## src/design/frs_pkg.sv

```systemverilog
// ----------------------------------------------------------------------------
// frs_pkg : shared definitions for the file receiver sequencer
// Phase, packet kind, reply and abort codes, register indexes and the
// layout of one result item.
// ----------------------------------------------------------------------------
`default_nettype none

package frs_pkg;

    // Register file
    localparam int unsigned CFG_IDX_W       = 1;
    localparam int unsigned CFG_DATA_W      = 6;
    localparam logic [CFG_IDX_W-1:0] CFG_RETRY_LIMIT = 1'b0;
    localparam logic [CFG_IDX_W-1:0] CFG_FILTER_MODE = 1'b1;
    localparam logic [5:0]  RETRY_LIMIT_RST = 6'd10;

    // Retry counters saturate at this value
    localparam logic [6:0]  TRY_MAX         = 7'd127;

    // Transfer phase
    typedef enum logic [2:0] {
        PH_INIT  = 3'd0,
        PH_FILE  = 3'd1,
        PH_DATA  = 3'd2,
        PH_DONE  = 3'd3,
        PH_ABORT = 3'd4
    } phase_t;

    // Received packet kinds; codes above KIND_OTHER are illegal as well
    typedef enum logic [3:0] {
        KIND_TIMEOUT = 4'd0,
        KIND_INIT    = 4'd1,
        KIND_FHDR    = 4'd2,
        KIND_DATA    = 4'd3,
        KIND_EOF     = 4'd4,
        KIND_BREAK   = 4'd5,
        KIND_ATTR    = 4'd6,
        KIND_ERROR   = 4'd7,
        KIND_OTHER   = 4'd8
    } kind_t;

    // Reply to send
    typedef enum logic [1:0] {
        RPL_NONE = 2'd0,
        RPL_ACK  = 2'd1,
        RPL_NAK  = 2'd2
    } reply_t;

    // Abort cause
    typedef enum logic [2:0] {
        AC_NONE    = 3'd0,
        AC_TRIES   = 3'd1,
        AC_NUMBER  = 3'd2,
        AC_ILLEGAL = 3'd3,
        AC_ERRPKT  = 3'd4,
        AC_FILE    = 3'd5
    } cause_t;

    // File type tag of an attribute packet
    typedef enum logic [1:0] {
        FT_UNKNOWN = 2'd0,
        FT_TEXT    = 2'd1,
        FT_BINARY  = 2'd2,
        FT_IMAGE   = 2'd3
    } ftype_t;

    // One result item as held in the output stage
    typedef struct packed {
        reply_t     send_kind;
        logic [5:0] send_num;
        phase_t     phase_now;
        logic       write_data;
        logic       file_done;
        logic       is_binary;
        logic       is_image;
        cause_t     abort_cause;
    } res_t;

endpackage

`default_nettype wire

```

## src/design/frs_pkt_if.sv

```systemverilog
// ----------------------------------------------------------------------------
// frs_pkt_if : received packet event channel
// Valid/ready channel carrying one packet event per item.
// ----------------------------------------------------------------------------
`default_nettype none

interface frs_pkt_if;
    logic       valid;
    logic       ready;
    logic [3:0] pkt_kind;
    logic [5:0] pkt_num;
    logic       file_ok;
    logic       store_ok;
    logic       attr_is_type;
    logic [1:0] attr_code;

    modport source (
        output valid, pkt_kind, pkt_num, file_ok, store_ok, attr_is_type, attr_code,
        input  ready
    );

    modport sink (
        input  valid, pkt_kind, pkt_num, file_ok, store_ok, attr_is_type, attr_code,
        output ready
    );
endinterface

`default_nettype wire

```

## src/design/frs_res_if.sv

```systemverilog
// ----------------------------------------------------------------------------
// frs_res_if : sequencer result channel
// Valid/ready channel carrying the reply, strobes and status of one item.
// ----------------------------------------------------------------------------
`default_nettype none

interface frs_res_if;
    logic       valid;
    logic       ready;
    logic [1:0] send_kind;
    logic [5:0] send_num;
    logic [2:0] phase_now;
    logic       write_data;
    logic       file_done;
    logic       is_binary;
    logic       is_image;
    logic [2:0] abort_cause;

    modport source (
        output valid, send_kind, send_num, phase_now, write_data, file_done,
               is_binary, is_image, abort_cause,
        input  ready
    );

    modport sink (
        input  valid, send_kind, send_num, phase_now, write_data, file_done,
               is_binary, is_image, abort_cause,
        output ready
    );
endinterface

`default_nettype wire

```

## src/design/file_receiver_sequencer.sv

```systemverilog
// ----------------------------------------------------------------------------
// file_receiver_sequencer : stop-and-wait file transfer receive sequencer
// Tracks phase, expected sequence number and retry counts, and answers each
// received packet event with a reply, write/close strobes and status.
// ----------------------------------------------------------------------------
// Each packet event is decided in the cycle it is accepted: the phase,
// sequence and retry registers update at that edge and the result item is
// loaded into a two-entry output stage (output register plus skid register).
// One item is taken every cycle; pkt.ready drops only when both entries are
// full, and the skid register takes a result only while the output item is
// held. Once the phase reaches complete or aborted every later item gets an
// empty reply until reset. The user must write retry_limit and filter_mode via
// cfg_we/cfg_index/cfg_wdata only while idle; the block does not enforce it.
`default_nettype none

module file_receiver_sequencer (
    input  wire logic                          clk,
    input  wire logic                          rst_n,
    input  wire logic                          cfg_we,
    input  wire logic [frs_pkg::CFG_IDX_W-1:0]  cfg_index,
    input  wire logic [frs_pkg::CFG_DATA_W-1:0] cfg_wdata,
    frs_pkt_if.sink                            pkt,
    frs_res_if.source                          res
);

    // Configuration and sequencer state
    logic [5:0]      retry_limit_reg;
    logic            filter_mode_reg;
    frs_pkg::phase_t phase_reg, phase_next;
    logic [5:0]      seq_reg, seq_next;
    logic [6:0]      try_reg, try_next;
    logic [6:0]      prev_reg, prev_next;
    logic            bin_reg, bin_next;
    logic            img_reg, img_next;

    // Decision of the current item
    frs_pkg::reply_t dec_kind;
    logic [5:0]      dec_num;
    logic            dec_wr;
    logic            dec_fd;
    frs_pkg::cause_t dec_cause;
    frs_pkg::res_t   res_new;

    // Output stage
    frs_pkg::res_t   out_reg, skid_reg;
    logic            out_valid_reg, skid_valid_reg;

    logic            accept;
    logic            out_fire;
    logic [6:0]      limit_ext;
    logic [6:0]      try_bump;
    logic [6:0]      prev_bump;
    logic            try_over;
    logic            prev_over;
    logic [5:0]      seq_prev;
    logic [5:0]      seq_inc;

    function automatic logic [6:0] bump(input logic [6:0] c);
        bump = (c == frs_pkg::TRY_MAX) ? c : c + 7'd1;
    endfunction

    assign accept    = pkt.valid && pkt.ready;
    assign out_fire  = out_valid_reg && res.ready;
    assign pkt.ready = !skid_valid_reg;

    assign limit_ext = {1'b0, retry_limit_reg};
    assign try_bump  = bump(try_reg);
    assign prev_bump = bump(prev_reg);
    assign try_over  = try_reg > limit_ext;
    assign prev_over = prev_reg > limit_ext;
    assign seq_prev  = seq_reg - 6'd1;
    assign seq_inc   = seq_reg + 6'd1;

    // Configuration registers
    always_ff @(posedge clk or negedge rst_n)
    begin
        if (!rst_n)
        begin
            retry_limit_reg <= frs_pkg::RETRY_LIMIT_RST;
            filter_mode_reg <= 1'b0;
        end
        else if (cfg_we)
        begin
            unique case (cfg_index)
                frs_pkg::CFG_RETRY_LIMIT: retry_limit_reg <= cfg_wdata;
                frs_pkg::CFG_FILTER_MODE: filter_mode_reg <= cfg_wdata[0];
                default:                  ;
            endcase
        end
    end

    // Next state and decision for the offered item
    always_comb
    begin
        phase_next = phase_reg;
        seq_next   = seq_reg;
        try_next   = try_reg;
        prev_next  = prev_reg;
        bin_next   = bin_reg;
        img_next   = img_reg;
        dec_kind   = frs_pkg::RPL_NONE;
        dec_num    = '0;
        dec_wr     = 1'b0;
        dec_fd     = 1'b0;
        dec_cause  = frs_pkg::AC_NONE;

        if (phase_reg == frs_pkg::PH_INIT || phase_reg == frs_pkg::PH_FILE ||
            phase_reg == frs_pkg::PH_DATA)
        begin
            if (try_over)
            begin
                dec_cause = frs_pkg::AC_TRIES;
            end
            else
            begin
                try_next = try_bump;
                if (pkt.pkt_kind == frs_pkg::KIND_TIMEOUT)
                begin
                    dec_kind = frs_pkg::RPL_NAK;
                    dec_num  = seq_reg;
                end
                else if (pkt.pkt_kind == frs_pkg::KIND_ERROR)
                begin
                    dec_cause = frs_pkg::AC_ERRPKT;
                end
                else if (phase_reg == frs_pkg::PH_INIT)
                begin
                    if (pkt.pkt_kind == frs_pkg::KIND_INIT)
                    begin
                        dec_kind   = frs_pkg::RPL_ACK;
                        dec_num    = seq_reg;
                        prev_next  = try_bump;
                        try_next   = '0;
                        seq_next   = seq_inc;
                        phase_next = frs_pkg::PH_FILE;
                    end
                    else
                    begin
                        dec_cause = frs_pkg::AC_ILLEGAL;
                    end
                end
                else if (phase_reg == frs_pkg::PH_FILE)
                begin
                    // File header phase
                    unique case (pkt.pkt_kind)
                        frs_pkg::KIND_INIT, frs_pkg::KIND_EOF:
                        begin
                            if (prev_over)
                                dec_cause = frs_pkg::AC_TRIES;
                            else
                            begin
                                prev_next = prev_bump;
                                if (pkt.pkt_num == seq_prev)
                                begin
                                    dec_kind = frs_pkg::RPL_ACK;
                                    dec_num  = pkt.pkt_num;
                                    try_next = '0;
                                end
                                else
                                    dec_cause = frs_pkg::AC_NUMBER;
                            end
                        end
                        frs_pkg::KIND_FHDR:
                        begin
                            if (pkt.pkt_num != seq_reg)
                            begin
                                if (!filter_mode_reg)
                                    dec_cause = frs_pkg::AC_NUMBER;
                            end
                            else if (!pkt.file_ok)
                                dec_cause = frs_pkg::AC_FILE;
                            else
                            begin
                                dec_kind   = frs_pkg::RPL_ACK;
                                dec_num    = seq_reg;
                                prev_next  = try_bump;
                                try_next   = '0;
                                seq_next   = seq_inc;
                                phase_next = frs_pkg::PH_DATA;
                            end
                        end
                        frs_pkg::KIND_BREAK:
                        begin
                            if (pkt.pkt_num != seq_reg)
                                dec_cause = frs_pkg::AC_NUMBER;
                            else
                            begin
                                dec_kind   = frs_pkg::RPL_ACK;
                                dec_num    = seq_reg;
                                phase_next = frs_pkg::PH_DONE;
                            end
                        end
                        default:
                            dec_cause = frs_pkg::AC_ILLEGAL;
                    endcase
                end
                else
                begin
                    // Data phase
                    unique case (pkt.pkt_kind)
                        frs_pkg::KIND_DATA:
                        begin
                            if (pkt.pkt_num != seq_reg)
                            begin
                                if (prev_over)
                                    dec_cause = frs_pkg::AC_NUMBER;
                                else
                                begin
                                    prev_next = prev_bump;
                                    if (pkt.pkt_num == seq_prev)
                                    begin
                                        dec_kind = frs_pkg::RPL_ACK;
                                        dec_num  = pkt.pkt_num;
                                        try_next = '0;
                                    end
                                    else if (!filter_mode_reg)
                                        dec_cause = frs_pkg::AC_NUMBER;
                                end
                            end
                            else
                            begin
                                dec_wr    = 1'b1;
                                dec_kind  = frs_pkg::RPL_ACK;
                                dec_num   = seq_reg;
                                prev_next = try_bump;
                                try_next  = '0;
                                seq_next  = seq_inc;
                                if (!pkt.store_ok)
                                    dec_cause = frs_pkg::AC_FILE;
                            end
                        end
                        frs_pkg::KIND_FHDR:
                        begin
                            if (prev_over)
                                dec_cause = frs_pkg::AC_TRIES;
                            else
                            begin
                                prev_next = prev_bump;
                                if (pkt.pkt_num == seq_prev)
                                begin
                                    dec_kind = frs_pkg::RPL_ACK;
                                    dec_num  = pkt.pkt_num;
                                    try_next = '0;
                                end
                                else
                                    dec_cause = frs_pkg::AC_NUMBER;
                            end
                        end
                        frs_pkg::KIND_ATTR:
                        begin
                            if (pkt.pkt_num == seq_prev)
                            begin
                                dec_kind = frs_pkg::RPL_ACK;
                                dec_num  = pkt.pkt_num;
                            end
                            else if (pkt.pkt_num == seq_reg)
                            begin
                                dec_kind = frs_pkg::RPL_ACK;
                                dec_num  = seq_reg;
                                try_next = '0;
                                seq_next = seq_inc;
                                if (pkt.attr_is_type)
                                begin
                                    unique case (pkt.attr_code)
                                        frs_pkg::FT_TEXT:
                                        begin
                                            bin_next = 1'b0;
                                            img_next = 1'b0;
                                        end
                                        frs_pkg::FT_BINARY:
                                        begin
                                            bin_next = 1'b1;
                                            img_next = 1'b0;
                                        end
                                        frs_pkg::FT_IMAGE:
                                        begin
                                            bin_next = 1'b1;
                                            img_next = 1'b1;
                                        end
                                        default: ;
                                    endcase
                                end
                            end
                            else
                                dec_cause = frs_pkg::AC_NUMBER;
                        end
                        frs_pkg::KIND_EOF:
                        begin
                            if (pkt.pkt_num != seq_reg)
                                dec_cause = frs_pkg::AC_NUMBER;
                            else
                            begin
                                dec_kind   = frs_pkg::RPL_ACK;
                                dec_num    = seq_reg;
                                dec_fd     = 1'b1;
                                seq_next   = seq_inc;
                                phase_next = frs_pkg::PH_FILE;
                            end
                        end
                        default:
                            dec_cause = frs_pkg::AC_ILLEGAL;
                    endcase
                end
            end

            if (dec_cause != frs_pkg::AC_NONE)
                phase_next = frs_pkg::PH_ABORT;
        end
    end

    // Result item; an abort suppresses the reply unless data was written
    always_comb
    begin
        res_new.send_kind   = dec_kind;
        res_new.send_num    = dec_num;
        res_new.phase_now   = phase_next;
        res_new.write_data  = dec_wr;
        res_new.file_done   = dec_fd;
        res_new.is_binary   = bin_next;
        res_new.is_image    = img_next;
        res_new.abort_cause = dec_cause;
        if (dec_cause != frs_pkg::AC_NONE &&
            !(dec_cause == frs_pkg::AC_FILE && dec_wr))
        begin
            res_new.send_kind = frs_pkg::RPL_NONE;
            res_new.send_num  = '0;
        end
    end

    // Sequencer state update on each accepted item
    always_ff @(posedge clk or negedge rst_n)
    begin
        if (!rst_n)
        begin
            phase_reg <= frs_pkg::PH_INIT;
            seq_reg   <= '0;
            try_reg   <= '0;
            prev_reg  <= '0;
            bin_reg   <= 1'b0;
            img_reg   <= 1'b0;
        end
        else if (accept)
        begin
            phase_reg <= phase_next;
            seq_reg   <= seq_next;
            try_reg   <= try_next;
            prev_reg  <= prev_next;
            bin_reg   <= bin_next;
            img_reg   <= img_next;
        end
    end

    // Output stage valid flags
    always_ff @(posedge clk or negedge rst_n)
    begin
        if (!rst_n)
        begin
            out_valid_reg  <= 1'b0;
            skid_valid_reg <= 1'b0;
        end
        else if (accept)
        begin
            if (out_valid_reg && !out_fire)
                skid_valid_reg <= 1'b1;
            out_valid_reg <= 1'b1;
        end
        else if (out_fire)
        begin
            out_valid_reg  <= skid_valid_reg;
            skid_valid_reg <= 1'b0;
        end
    end

    // Output stage payload
    always_ff @(posedge clk)
    begin
        if (accept)
        begin
            if (!out_valid_reg || out_fire)
                out_reg <= res_new;
            else
                skid_reg <= res_new;
        end
        else if (out_fire && skid_valid_reg)
        begin
            out_reg <= skid_reg;
        end
    end

    assign res.valid       = out_valid_reg;
    assign res.send_kind   = out_reg.send_kind;
    assign res.send_num    = out_reg.send_num;
    assign res.phase_now   = out_reg.phase_now;
    assign res.write_data  = out_reg.write_data;
    assign res.file_done   = out_reg.file_done;
    assign res.is_binary   = out_reg.is_binary;
    assign res.is_image    = out_reg.is_image;
    assign res.abort_cause = out_reg.abort_cause;

`ifndef ASSERT_OFF
    // Skid entry only ever fills behind a held output item
    a_skid_behind_out: assert property (@(posedge clk) disable iff (!rst_n)
        skid_valid_reg |-> out_valid_reg)
        else $error("skid entry valid with empty output register");

    // Finished phases are terminal
    a_done_sticky: assert property (@(posedge clk) disable iff (!rst_n)
        (phase_reg == frs_pkg::PH_DONE || phase_reg == frs_pkg::PH_ABORT)
        |=> phase_reg == $past(phase_reg))
        else $error("left a finished phase without reset");

    // An accepted item with an abort cause moves to the aborted phase
    a_abort_phase: assert property (@(posedge clk) disable iff (!rst_n)
        (accept && dec_cause != frs_pkg::AC_NONE) |=> phase_reg == frs_pkg::PH_ABORT)
        else $error("abort cause without aborted phase");

    // A data write strobe always goes out with an ACK
    a_write_acked: assert property (@(posedge clk) disable iff (!rst_n)
        (out_valid_reg && out_reg.write_data) |-> out_reg.send_kind == frs_pkg::RPL_ACK)
        else $error("data write strobe without ACK");

    // An abort never carries a reply other than a write acknowledgement
    a_abort_silent: assert property (@(posedge clk) disable iff (!rst_n)
        (out_valid_reg && out_reg.abort_cause != frs_pkg::AC_NONE && !out_reg.write_data)
        |-> out_reg.send_kind == frs_pkg::RPL_NONE)
        else $error("reply sent on aborting item");
`endif

endmodule

`default_nettype wire
```

## src/flat_wrapper.sv

```systemverilog
// flat-port wrapper written by rule: the top's interface ports become plain ports
module file_receiver_sequencer_flat 
  (clk, rst_n, cfg_we, cfg_index, cfg_wdata, pkt_valid, pkt_pkt_kind, pkt_pkt_num, pkt_file_ok, pkt_store_ok, pkt_attr_is_type, pkt_attr_code, pkt_ready, res_valid, res_send_kind, res_send_num, res_phase_now, res_write_data, res_file_done, res_is_binary, res_is_image, res_abort_cause, res_ready);
  frs_pkt_if pkt_i ();
  frs_res_if res_i ();
  input  wire logic clk;
  input  wire logic rst_n;
  input  wire logic cfg_we;
  input  wire logic [frs_pkg::CFG_IDX_W-1:0] cfg_index;
  input  wire logic [frs_pkg::CFG_DATA_W-1:0] cfg_wdata;
  input wire logic [$bits(pkt_i.valid)-1:0] pkt_valid;
  input wire logic [$bits(pkt_i.pkt_kind)-1:0] pkt_pkt_kind;
  input wire logic [$bits(pkt_i.pkt_num)-1:0] pkt_pkt_num;
  input wire logic [$bits(pkt_i.file_ok)-1:0] pkt_file_ok;
  input wire logic [$bits(pkt_i.store_ok)-1:0] pkt_store_ok;
  input wire logic [$bits(pkt_i.attr_is_type)-1:0] pkt_attr_is_type;
  input wire logic [$bits(pkt_i.attr_code)-1:0] pkt_attr_code;
  output wire logic [$bits(pkt_i.ready)-1:0] pkt_ready;
  output wire logic [$bits(res_i.valid)-1:0] res_valid;
  output wire logic [$bits(res_i.send_kind)-1:0] res_send_kind;
  output wire logic [$bits(res_i.send_num)-1:0] res_send_num;
  output wire logic [$bits(res_i.phase_now)-1:0] res_phase_now;
  output wire logic [$bits(res_i.write_data)-1:0] res_write_data;
  output wire logic [$bits(res_i.file_done)-1:0] res_file_done;
  output wire logic [$bits(res_i.is_binary)-1:0] res_is_binary;
  output wire logic [$bits(res_i.is_image)-1:0] res_is_image;
  output wire logic [$bits(res_i.abort_cause)-1:0] res_abort_cause;
  input wire logic [$bits(res_i.ready)-1:0] res_ready;
  assign pkt_i.valid = pkt_valid;
  assign pkt_i.pkt_kind = pkt_pkt_kind;
  assign pkt_i.pkt_num = pkt_pkt_num;
  assign pkt_i.file_ok = pkt_file_ok;
  assign pkt_i.store_ok = pkt_store_ok;
  assign pkt_i.attr_is_type = pkt_attr_is_type;
  assign pkt_i.attr_code = pkt_attr_code;
  assign pkt_ready = pkt_i.ready;
  assign res_valid = res_i.valid;
  assign res_send_kind = res_i.send_kind;
  assign res_send_num = res_i.send_num;
  assign res_phase_now = res_i.phase_now;
  assign res_write_data = res_i.write_data;
  assign res_file_done = res_i.file_done;
  assign res_is_binary = res_i.is_binary;
  assign res_is_image = res_i.is_image;
  assign res_abort_cause = res_i.abort_cause;
  assign res_i.ready = res_ready;
  file_receiver_sequencer u_core (.clk(clk), .rst_n(rst_n), .cfg_we(cfg_we), .cfg_index(cfg_index), .cfg_wdata(cfg_wdata), .pkt(pkt_i), .res(res_i));
endmodule
```

## config.mk

```make
export PLATFORM = sky130hd
export DESIGN_NAME = file_receiver_sequencer_flat
export DESIGN_NICKNAME = d
export VERILOG_FILES = /design/src/design/frs_pkg.sv /design/src/design/frs_pkt_if.sv /design/src/design/frs_res_if.sv /design/src/design/file_receiver_sequencer.sv /design/src/flat_wrapper.sv
export SDC_FILE = /design/constraint.sdc
export NUM_CORES = 1
export LEC_CHECK = 0
export ABC_CLOCK_PERIOD_IN_PS = 8100
export BUFFER_PORTS_ARGS = -buffer_cell sky130_fd_sc_hd__buf_2
export CAP_MARGIN = 0
export CELL_PAD_IN_SITES_DETAIL_PLACEMENT = 1
export CELL_PAD_IN_SITES_GLOBAL_PLACEMENT = 2
export CORE_AREA = 4 4 130 101
export DETAILED_ROUTE_END_ITERATION = 12
export DIE_AREA = 0 0 134 105
export GPL_TIMING_DRIVEN = 0
export HOLD_SLACK_MARGIN = 0.03
export MAX_ROUTING_LAYER = met4
export PLACE_DENSITY_LB_ADDON = 0.1
export SYNTH_ARGS = -nofsm -noshare
export SYNTH_HDL_FRONTEND = slang
export SYNTH_SLANG_ARGS = --single-unit
```

## constraint.sdc

```tcl
create_clock -name clk -period 8.1 [get_ports clk]
set_clock_uncertainty 0.2 [all_clocks]
set_input_delay 1.62 -clock clk [delete_from_list [all_inputs] [get_ports clk]]
set_output_delay 1.62 -clock clk [all_outputs]
set_load 0.005 [all_outputs]
```

==> impl_metrics.csv, run 1 <==
group,metric,value,unit
cells_and_area,leading_cell_types_in_the_layout_fill_and_taps_excluded,"60 x sky130_fd_sc_hd__nand2_1, 54 x sky130_fd_sc_hd__buf_2, 38 x sky130_fd_sc_hd__nor2_1",
clock_tree,clock_tree.htree_level_count,3,
route,route.detailed.vias_per_inst,5.76,
sta,period_minus_slack,4.23,ns
cells_and_area,final_util,0.462,
route,num_vias,4235,
synthesis,synth_top_cell_area_share,0.228,
sta,rsz0062_at_grt,"no",
flow_run,timing.max_cap.violations,0,
floorplan,dieWidth,134,um
global_route,vias_in_the_first_global_route,4264,
synthesis,post_synth_instance_area,4750,um^2
clock_tree,postCtsHoldBufs,0,
critical_path,worst_setup_path_startpoint,"pkt_pkt_kind[0]",
floorplan,chipHeight,105,um
sta,final_min_period_over_clock_period,0.523,
critical_path,timing.critical_path.fanout_max,10,
sta,sum_of_negative_setup_slack,0,ns
route,detailroute.wirelength.met3,653,um
critical_path,cp-start-kind,"primary input",
clock_tree,root_buffer,"sky130_fd_sc_hd__clkbuf_16",
clock_tree,ctsResizeCount,0,
critical_path,reg2reg_from,"u_core.retry_limit_reg[3]$_DFFE_PN1P_",
sta,max_clock_freq,236,MHz
cells_and_area,layout.cells.most_common,"sky130_fd_sc_hd__nand2_1",
power_and_ir_drop,max-vdd-ir-drop,0.000124,V
place,dp_hpwl,11100,um
synthesis,ys_async_sr_fraction,0.486,
floorplan,initial_utilization,0.397,
clock_tree,post_cts.repair.setup_buffers,0,
synthesis,ys_seq_elements,70,
floorplan,die_area,14100,um^2
route,wl_met2,6020,um
sta,finalMaxSlewViolations,0,
critical_path,critPathCaptureType,"flop",
critical_path,max_stage_delay,0.96,ns
route,topRoutingLayerUsed,"met4",
synthesis,postSynthAreaPerCell,9.33,um^2
route,first_pass_iters,5,
clock_tree,cts_tree,"yes",
clock_tree,cts_inserted_buffers,9,
status,run_status,"complete, no violations",
cells_and_area,num-nets-final,607,
place,io_buffers,43,
critical_path,critPathSlowestCell,"sky130_fd_sc_hd__nor4_1",
hold_path,worstHoldStart,"u_core.img_reg$_DFFE_PN0P_",
floorplan,coreArea,12000,um^2
synthesis,leading_cell_types_by_total_area_after_synthesis,"sky130_fd_sc_hd__edfxtp_1 23%, sky130_fd_sc_hd__dfrtp_1 17%, sky130_fd_sc_hd__nand2_1 4.7%",
route,drc_errors,0,
critical_path,worst-path-buf-inv,1,
power_and_ir_drop,power.static_leakage,2.24,nW
cells_and_area,area_delta_synth_final,16.2,%
global_route,maximum_number_of_pins_on_one_net_before_global_route_repair,35,
floorplan,io_pins,47,
global_route,antenna_found_initial,0,
synthesis,synth_fp_nets,552,
synthesis,number_of_enable_type_register_cells_in_the_synthesized_netlist,36,
critical_path,crit_arrival,4.13,ns
sta,worst_slew_pin_slew,1.11,ns
clock_tree,clock_tree.buffer_depth,2,
floorplan,placement_rows,35,
synthesis,ys_warn_count,0,
route,final_antenna_net_count,0,
synthesis,netlist.top_cell.by_area,"sky130_fd_sc_hd__edfxtp_1",
critical_path,crit_chain,"buf_2 -> nor4_1 -> a211oi_2 -> and3_1 -> o221ai_1 -> o21ai_2 -> a21o_1 -> mux2_2",
synthesis,synth_cell_types,87,
critical_path,setup.worst_path.class,"primary input to flop",
clock_tree,clkSlewWorstSetupHoldPaths,0.06,ns
cells_and_area,antennaDiodeCount,0,
route,initialDrtViolationCount,287,
clock_tree,clock_sinks,70,
sta,final-hold-violation-count,0,
route,totalWireLength,14600,um
cells_and_area,layout_cells_sized_above_1,0.202,
route,wl_met1,7840,um
synthesis,postSynthCellCount,509,
route,drt-wirelength-per-cell,19.9,um
global_route,grtUsageTotal,0.222,
global_route,globalRoute.totalOverflow,0,
power_and_ir_drop,pwr_density_cell,279,nW/um^2
synthesis,ys.flop_type,"sky130_fd_sc_hd__edfxtp_1",
hold_path,min_path_type,"flop to flop",
sta,max-slew-margin-rel,0.251,
place,routability_driven_placement_congestion_ratio,0.949,
sta,final-setup-viol-count,0,
clock_tree,clock_latency_of_the_later_clocked_register_in_the_worst_skew_pair,0.34,ns
critical_path,worst-endpoint-required,7.99,ns
synthesis,synth-seq-area-share,0.407,
cells_and_area,largest_register_ff_count,18,
global_route,global_route_wire_length_before_repair,23800,um
critical_path,path_delay_family,"simple AND/OR/NAND/NOR gates",
-- power breakdown --
part | switching (mW) | internal [mW]
logic | 0.361 | 0.206
clock network | 0.170 | 0.275
registers | 0.0497 | 0.479
total | 0.581 | 0.960
-- final cells by class --
class                   count  area [um^2]
repair buffers             44          230
fillers                  1403         6440
well taps                 166          208
flip-flops and latches     70         1930
plain buffers              32          160
clock buffers               9          225
clock inverters             7          105
multi-input cells         389         2590
inverters                  18         67.6
-- per-layer routing --
metal	vias to the layer above	GRT usage
li1	2005	-
met1	2128	0.338
met2	88	0.308
met3	14	0.0404
met4	0	0.0441
met5	-	-
-- path summary, 6_finish.rpt --
| check | endpoint | slack, ns | cells after the start |
|---|---|---|---|
| max in group asynchronous | u_core.phase_reg[0]$_DFFE_PN0P_ | 5.95 | 1 |
| setup / recovery | u_core.res.send_num[4]$_DFFE_PP_ | 3.87 | 8 |
| hold reg to reg | u_core.img_reg$_DFFE_PN0P_ | 0.31 | 2 |
| setup reg to reg | u_core.res.phase_now[1]$_DFFE_PP_ | 4.64 | 11 |
| min in group asynchronous | u_core.retry_limit_reg[5]$_DFFE_PN0P_ | 1.20 | 1 |
| hold / removal | u_core.img_reg$_DFFE_PN0P_ | 0.31 | 2 |
-- synthesized netlist by cell type (6+ instances only) --
cell                       count
sky130_fd_sc_hd__inv_1        17
sky130_fd_sc_hd__xnor2_1       8
sky130_fd_sc_hd__mux2_2        8
sky130_fd_sc_hd__nor3_1       11
sky130_fd_sc_hd__o21ai_0      29
sky130_fd_sc_hd__o31ai_1      11
sky130_fd_sc_hd__a21o_1       17
sky130_fd_sc_hd__nand4_1       6
sky130_fd_sc_hd__buf_2        11
sky130_fd_sc_hd__clkbuf_1     16
sky130_fd_sc_hd__nand2_1      60
sky130_fd_sc_hd__nand3_1      19
sky130_fd_sc_hd__nor2_1       39
sky130_fd_sc_hd__dfrtp_1      32
sky130_fd_sc_hd__ha_1         16
sky130_fd_sc_hd__xor2_1        7
sky130_fd_sc_hd__edfxtp_1     36
sky130_fd_sc_hd__a21oi_1      35
sky130_fd_sc_hd__a31oi_1       7
-- worst register-to-register path, stage by stage, from the launching register on --
cell and delay, ns:
sky130_fd_sc_hd__dfstp_2 0.51, sky130_fd_sc_hd__inv_1 0.08, sky130_fd_sc_hd__ha_1 0.19, sky130_fd_sc_hd__a21o_1 0.20, sky130_fd_sc_hd__a211oi_1 0.33, sky130_fd_sc_hd__a21o_1 0.19, sky130_fd_sc_hd__clkbuf_1 0.41, sky130_fd_sc_hd__o32ai_1 0.21
sky130_fd_sc_hd__nor4b_1 0.46, sky130_fd_sc_hd__a21boi_1 0.28, sky130_fd_sc_hd__nand3_1 0.12, sky130_fd_sc_hd__o211ai_1 0.11
-- cells by family (layout without fill, tap and decap cells) --
kind of cell,count (synthesis),after routing,synth area share
xor gates and xnor gates,18,18,0.0379
buffers and inverters,50,110,0.0480
muxes,9,9,0.0211
DFF,70,70,0.407
AOI/OAI and AO/OA,157,157,0.230
adders and majority gates,16,16,0.0422
and+or+nand+nor,189,189,0.214
-- stage by stage --
step / cells / hold WS (ns) / instance area, um^2 / worst slack, ns / total power [mW]
after floorplan: 509 / 0.262 / 4750 / 4.16 / 0.902
after global placement: 718 / 0.276 / 5170 / 3.61 / 1.08
after detailed placement: 719 / 0.297 / 5190 / 3.66 / 1.10
after CTS: 735 / 0.315 / 5520 / 4.00 / 1.56
after global routing: 735 / 0.365 / 5520 / 3.69 / 1.65
final: 735 / 0.308 / 5520 / 3.87 / 1.54
(Power assumes the default switching activity.)
==> run 2: changes to the inputs <==
--- a/config.mk
+++ b/config.mk
@@ -5,14 +5,15 @@
 export SDC_FILE = /design/constraint.sdc
 export NUM_CORES = 1
 export LEC_CHECK = 0
-export ABC_CLOCK_PERIOD_IN_PS = 8100
+export ABC_AREA = 1
+export ABC_CLOCK_PERIOD_IN_PS = 4000
 export BUFFER_PORTS_ARGS = -buffer_cell sky130_fd_sc_hd__buf_2
 export CAP_MARGIN = 0
 export CELL_PAD_IN_SITES_DETAIL_PLACEMENT = 1
 export CELL_PAD_IN_SITES_GLOBAL_PLACEMENT = 2
-export CORE_AREA = 4 4 130 101
+export CORE_AREA = 4 4 144 112
 export DETAILED_ROUTE_END_ITERATION = 12
-export DIE_AREA = 0 0 134 105
+export DIE_AREA = 0 0 148 116
 export GPL_TIMING_DRIVEN = 0
 export HOLD_SLACK_MARGIN = 0.03
 export MAX_ROUTING_LAYER = met4
==> constraint.sdc (replaced) <==
create_clock -name clk -period 4 [get_ports clk]
set_clock_uncertainty 0.2 [all_clocks]
set_input_delay 0.8 -clock clk [delete_from_list [all_inputs] [get_ports clk]]
set_output_delay 0.8 -clock clk [all_outputs]
set_load 0.005 [all_outputs]
==> impl_metrics.csv, run 2 <==
group,metric,value,unit
floorplan,chipHeight,116,um
critical_path,timing.critical_path.fanout_max,10,
synthesis,ys_async_sr_fraction,0.486,
synthesis,ys_seq_elements,70,
sta,final-setup-viol-count,0,
clock_tree,postCtsHoldBufs,0,
route,totalWireLength,15800,um
sta,final-hold-violation-count,0,
clock_tree,root_buffer,"sky130_fd_sc_hd__clkbuf_16",
route,drc_errors,0,
place,io_buffers,46,
clock_tree,clock_tree.htree_level_count,3,
critical_path,max_stage_delay,0.78,ns
sta,final_min_period_over_clock_period,0.796,
critical_path,crit_arrival,3.18,ns
cells_and_area,largest_register_ff_count,18,
critical_path,cp-start-kind,"flop",
sta,worst_slew_pin_slew,1.02,ns
sta,sum_of_negative_setup_slack,0,ns
clock_tree,cts_tree,"yes",
global_route,maximum_number_of_pins_on_one_net_before_global_route_repair,35,
synthesis,synth_top_cell_area_share,0.220,
floorplan,placement_rows,39,
route,topRoutingLayerUsed,"met4",
synthesis,post_synth_instance_area,4910,um^2
global_route,globalRoute.totalOverflow,0,
cells_and_area,layout_cells_sized_above_1,0.147,
hold_path,timing.hold.worst_path_depth,2,
clock_tree,ctsResizeCount,0,
synthesis,synth-seq-area-share,0.394,
sta,period_minus_slack,3.18,ns
place,placed_cells_incl_taps,932,
critical_path,reg2reg_to,"u_core.res.file_done$_DFFE_PP_",
synthesis,postSynthCellCount,681,
hold_path,min_path_type,"flop to flop",
synthesis,number_of_enable_type_register_cells_in_the_synthesized_netlist,36,
critical_path,setup_slack_on_the_worst_flop_to_flop_path,0.82,ns
route,wl_met1,8810,um
synthesis,synth_fp_nets,724,
sta,rsz0062_at_grt,"no",
sta,holdWs,0.306,ns
critical_path,crit_chain,"inv_1 -> ha_1 -> nand2_1 -> nor2_1 -> nand4_1 -> nand2_2 -> nand2_2 -> nor2_1 -> inv_1 -> nor4_1 -> nor2_1 -> nor2_1",
global_route,grtUsageTotal,0.200,
route,route.detailed.vias_per_inst,4.95,
synthesis,postSynthAreaPerCell,7.20,um^2
clock_tree,clock_tree.buffer_depth,2,
critical_path,setup.worst_path.class,"flop to flop",
synthesis,leading_cell_types_by_total_area_after_synthesis,"sky130_fd_sc_hd__edfxtp_1 22%, sky130_fd_sc_hd__dfrtp_1 16%, sky130_fd_sc_hd__nand2_1 16%",
cells_and_area,layout.cells.most_common,"sky130_fd_sc_hd__nand2_1",
global_route,vias_in_the_first_global_route,4730,
critical_path,worst-endpoint-required,4.00,ns
critical_path,critPathCaptureType,"flop",
synthesis,synth.most_common_cell,"sky130_fd_sc_hd__nand2_1",
cells_and_area,area_delta_synth_final,15.8,%
cells_and_area,num-nets-final,781,
floorplan,die_area,17200,um^2
route,first_pass_iters,4,
route,wl_met2,6360,um
floorplan,io_pins,47,
global_route,global_route_wire_length_before_repair,26100,um
synthesis,ys_warn_count,0,
synthesis,ys.flop_type,"sky130_fd_sc_hd__edfxtp_1",
synthesis,synth_cell_types,45,
critical_path,reg2reg_from,"u_core.retry_limit_reg[1]$_DFFE_PN1P_",
place,routability_driven_placement_congestion_ratio,0.896,
power_and_ir_drop,power.static_leakage,2.76,nW
clock_tree,post_cts.repair.setup_buffers,0,
sta,max_clock_freq,314,MHz
sta,max-slew-margin-rel,0.316,
cells_and_area,final_util,0.383,
synthesis,netlist.top_cell.by_area,"sky130_fd_sc_hd__edfxtp_1",
flow_run,timing.max_cap.violations,0,
route,drt-wirelength-per-cell,16.7,um
global_route,antenna_found_initial,0,
sta,finalMaxSlewViolations,0,
status,run_status,"complete, no violations",
cells_and_area,leading_cell_types_in_the_layout_fill_and_taps_excluded,"208 x sky130_fd_sc_hd__nand2_1, 83 x sky130_fd_sc_hd__inv_1, 71 x sky130_fd_sc_hd__nor2_1",
floorplan,initial_utilization,0.331,
critical_path,worst_setup_path_startpoint,"u_core.retry_limit_reg[1]$_DFFE_PN1P_",
cells_and_area,layout.cells.non_filler,948,
cells_and_area,antennaDiodeCount,0,
power_and_ir_drop,max-vdd-ir-drop,0.000179,V
critical_path,critPathSlowestCell,"sky130_fd_sc_hd__nor4_1",
power_and_ir_drop,pwr_density_cell,373,nW/um^2
route,final_antenna_net_count,0,
clock_tree,clock_sinks,70,
route,initialDrtViolationCount,369,
route,detailroute.wirelength.met3,590,um
clock_tree,cts_inserted_buffers,9,
synthesis,synth_top_cells_by_count,"208 x sky130_fd_sc_hd__nand2_1, 83 x sky130_fd_sc_hd__inv_1, 71 x sky130_fd_sc_hd__nor2_1",
clock_tree,clkSlewWorstSetupHoldPaths,0.06,ns
critical_path,destination_of_the_critical_timing_path,"u_core.res.file_done$_DFFE_PP_",
route,num_vias,4694,
clock_tree,clock_latency_of_the_later_clocked_register_in_the_worst_skew_pair,0.34,ns
floorplan,dieWidth,148,um
floorplan,coreArea,14800,um^2
critical_path,reg2reg_depth,12,
critical_path,critical-path-top-cell-by-count,"sky130_fd_sc_hd__nor2_1",
place,dp_hpwl,12500,um
## run 2: cell count changes after synthesis, sizes merged, moves of 8 or more
cell	change
clkbuf	-12
o31ai	-10
a21o	-17
mux2	-8
inv	+76
nand2	+152
nor2	+46
buf	-9
nand3	+43
## run 2: area by class of cell
| cell class | instances | area (um^2) |
|---|---|---|
| tap | 205 | 256 |
| inverter | 95 | 359 |
| sequential | 70 | 1930 |
| buffer | 11 | 77.6 |
| clock buffer | 9 | 225 |
| clock inverter | 7 | 63.8 |
| fill | 1889 | 9150 |
| timing repair buffer | 46 | 230 |
| multi-input combinational | 505 | 2530 |
## run 2: kinds of logic after synthesis
| logic type | synth area share |
|---|---|
| buf+inv | 0.0890 |
| fa+ha+maj | 0.0408 |
| flops | 0.394 |
| compound gates | 0.106 |
| xor+xnor | 0.0214 |
| simple gates | 0.349 |
## run 2: report_power, final
part	internal, mW	switching, mW
combinational	0.131	0.259
sequential	0.905	0.0335
clock	0.435	0.357
total	1.47	0.649
## run 2: stage by stage
stage          setup WS [ns]  power, mW  area, um^2
2_1_floorplan           1.39       1.16        4910
3_3_place_gp           0.796       1.33        5390
3_5_place_dp           0.760       1.36        5390
4_1_cts                0.829       2.15        5680
5_1_grt                0.508       2.24        5680
6_report               0.816       2.12        5680
## run 2: worst min-delay path by stage
stage,startpoint,endpoint,slack (ns)
after global placement,u_core.bin_reg$_DFFE_PN0P_,u_core.bin_reg$_DFFE_PN0P_,0.26
after floorplan,u_core.bin_reg$_DFFE_PN0P_,u_core.bin_reg$_DFFE_PN0P_,0.24
after global routing,u_core.bin_reg$_DFFE_PN0P_,u_core.bin_reg$_DFFE_PN0P_,0.33
after CTS,u_core.bin_reg$_DFFE_PN0P_,u_core.bin_reg$_DFFE_PN0P_,0.31
after detailed placement,u_core.bin_reg$_DFFE_PN0P_,u_core.bin_reg$_DFFE_PN0P_,0.29
final,u_core.bin_reg$_DFFE_PN0P_,u_core.bin_reg$_DFFE_PN0P_,0.31
## run 2: routing by layer
| layer | global-route usage | up-vias |
|---|---|---|
| li1 | - | 2343 |
| met1 | 0.305 | 2274 |
| met2 | 0.277 | 73 |
| met3 | 0.0426 | 4 |
| met4 | 0.0302 | 0 |
| met5 | - | - |
## run 2: critical path: cells and delay by family, from the launching register on
kind          cells  cell delay, ns
simple gates      9            1.81
buf+inv           2            0.20
flops             1            0.52
fa+ha+maj         1            0.31
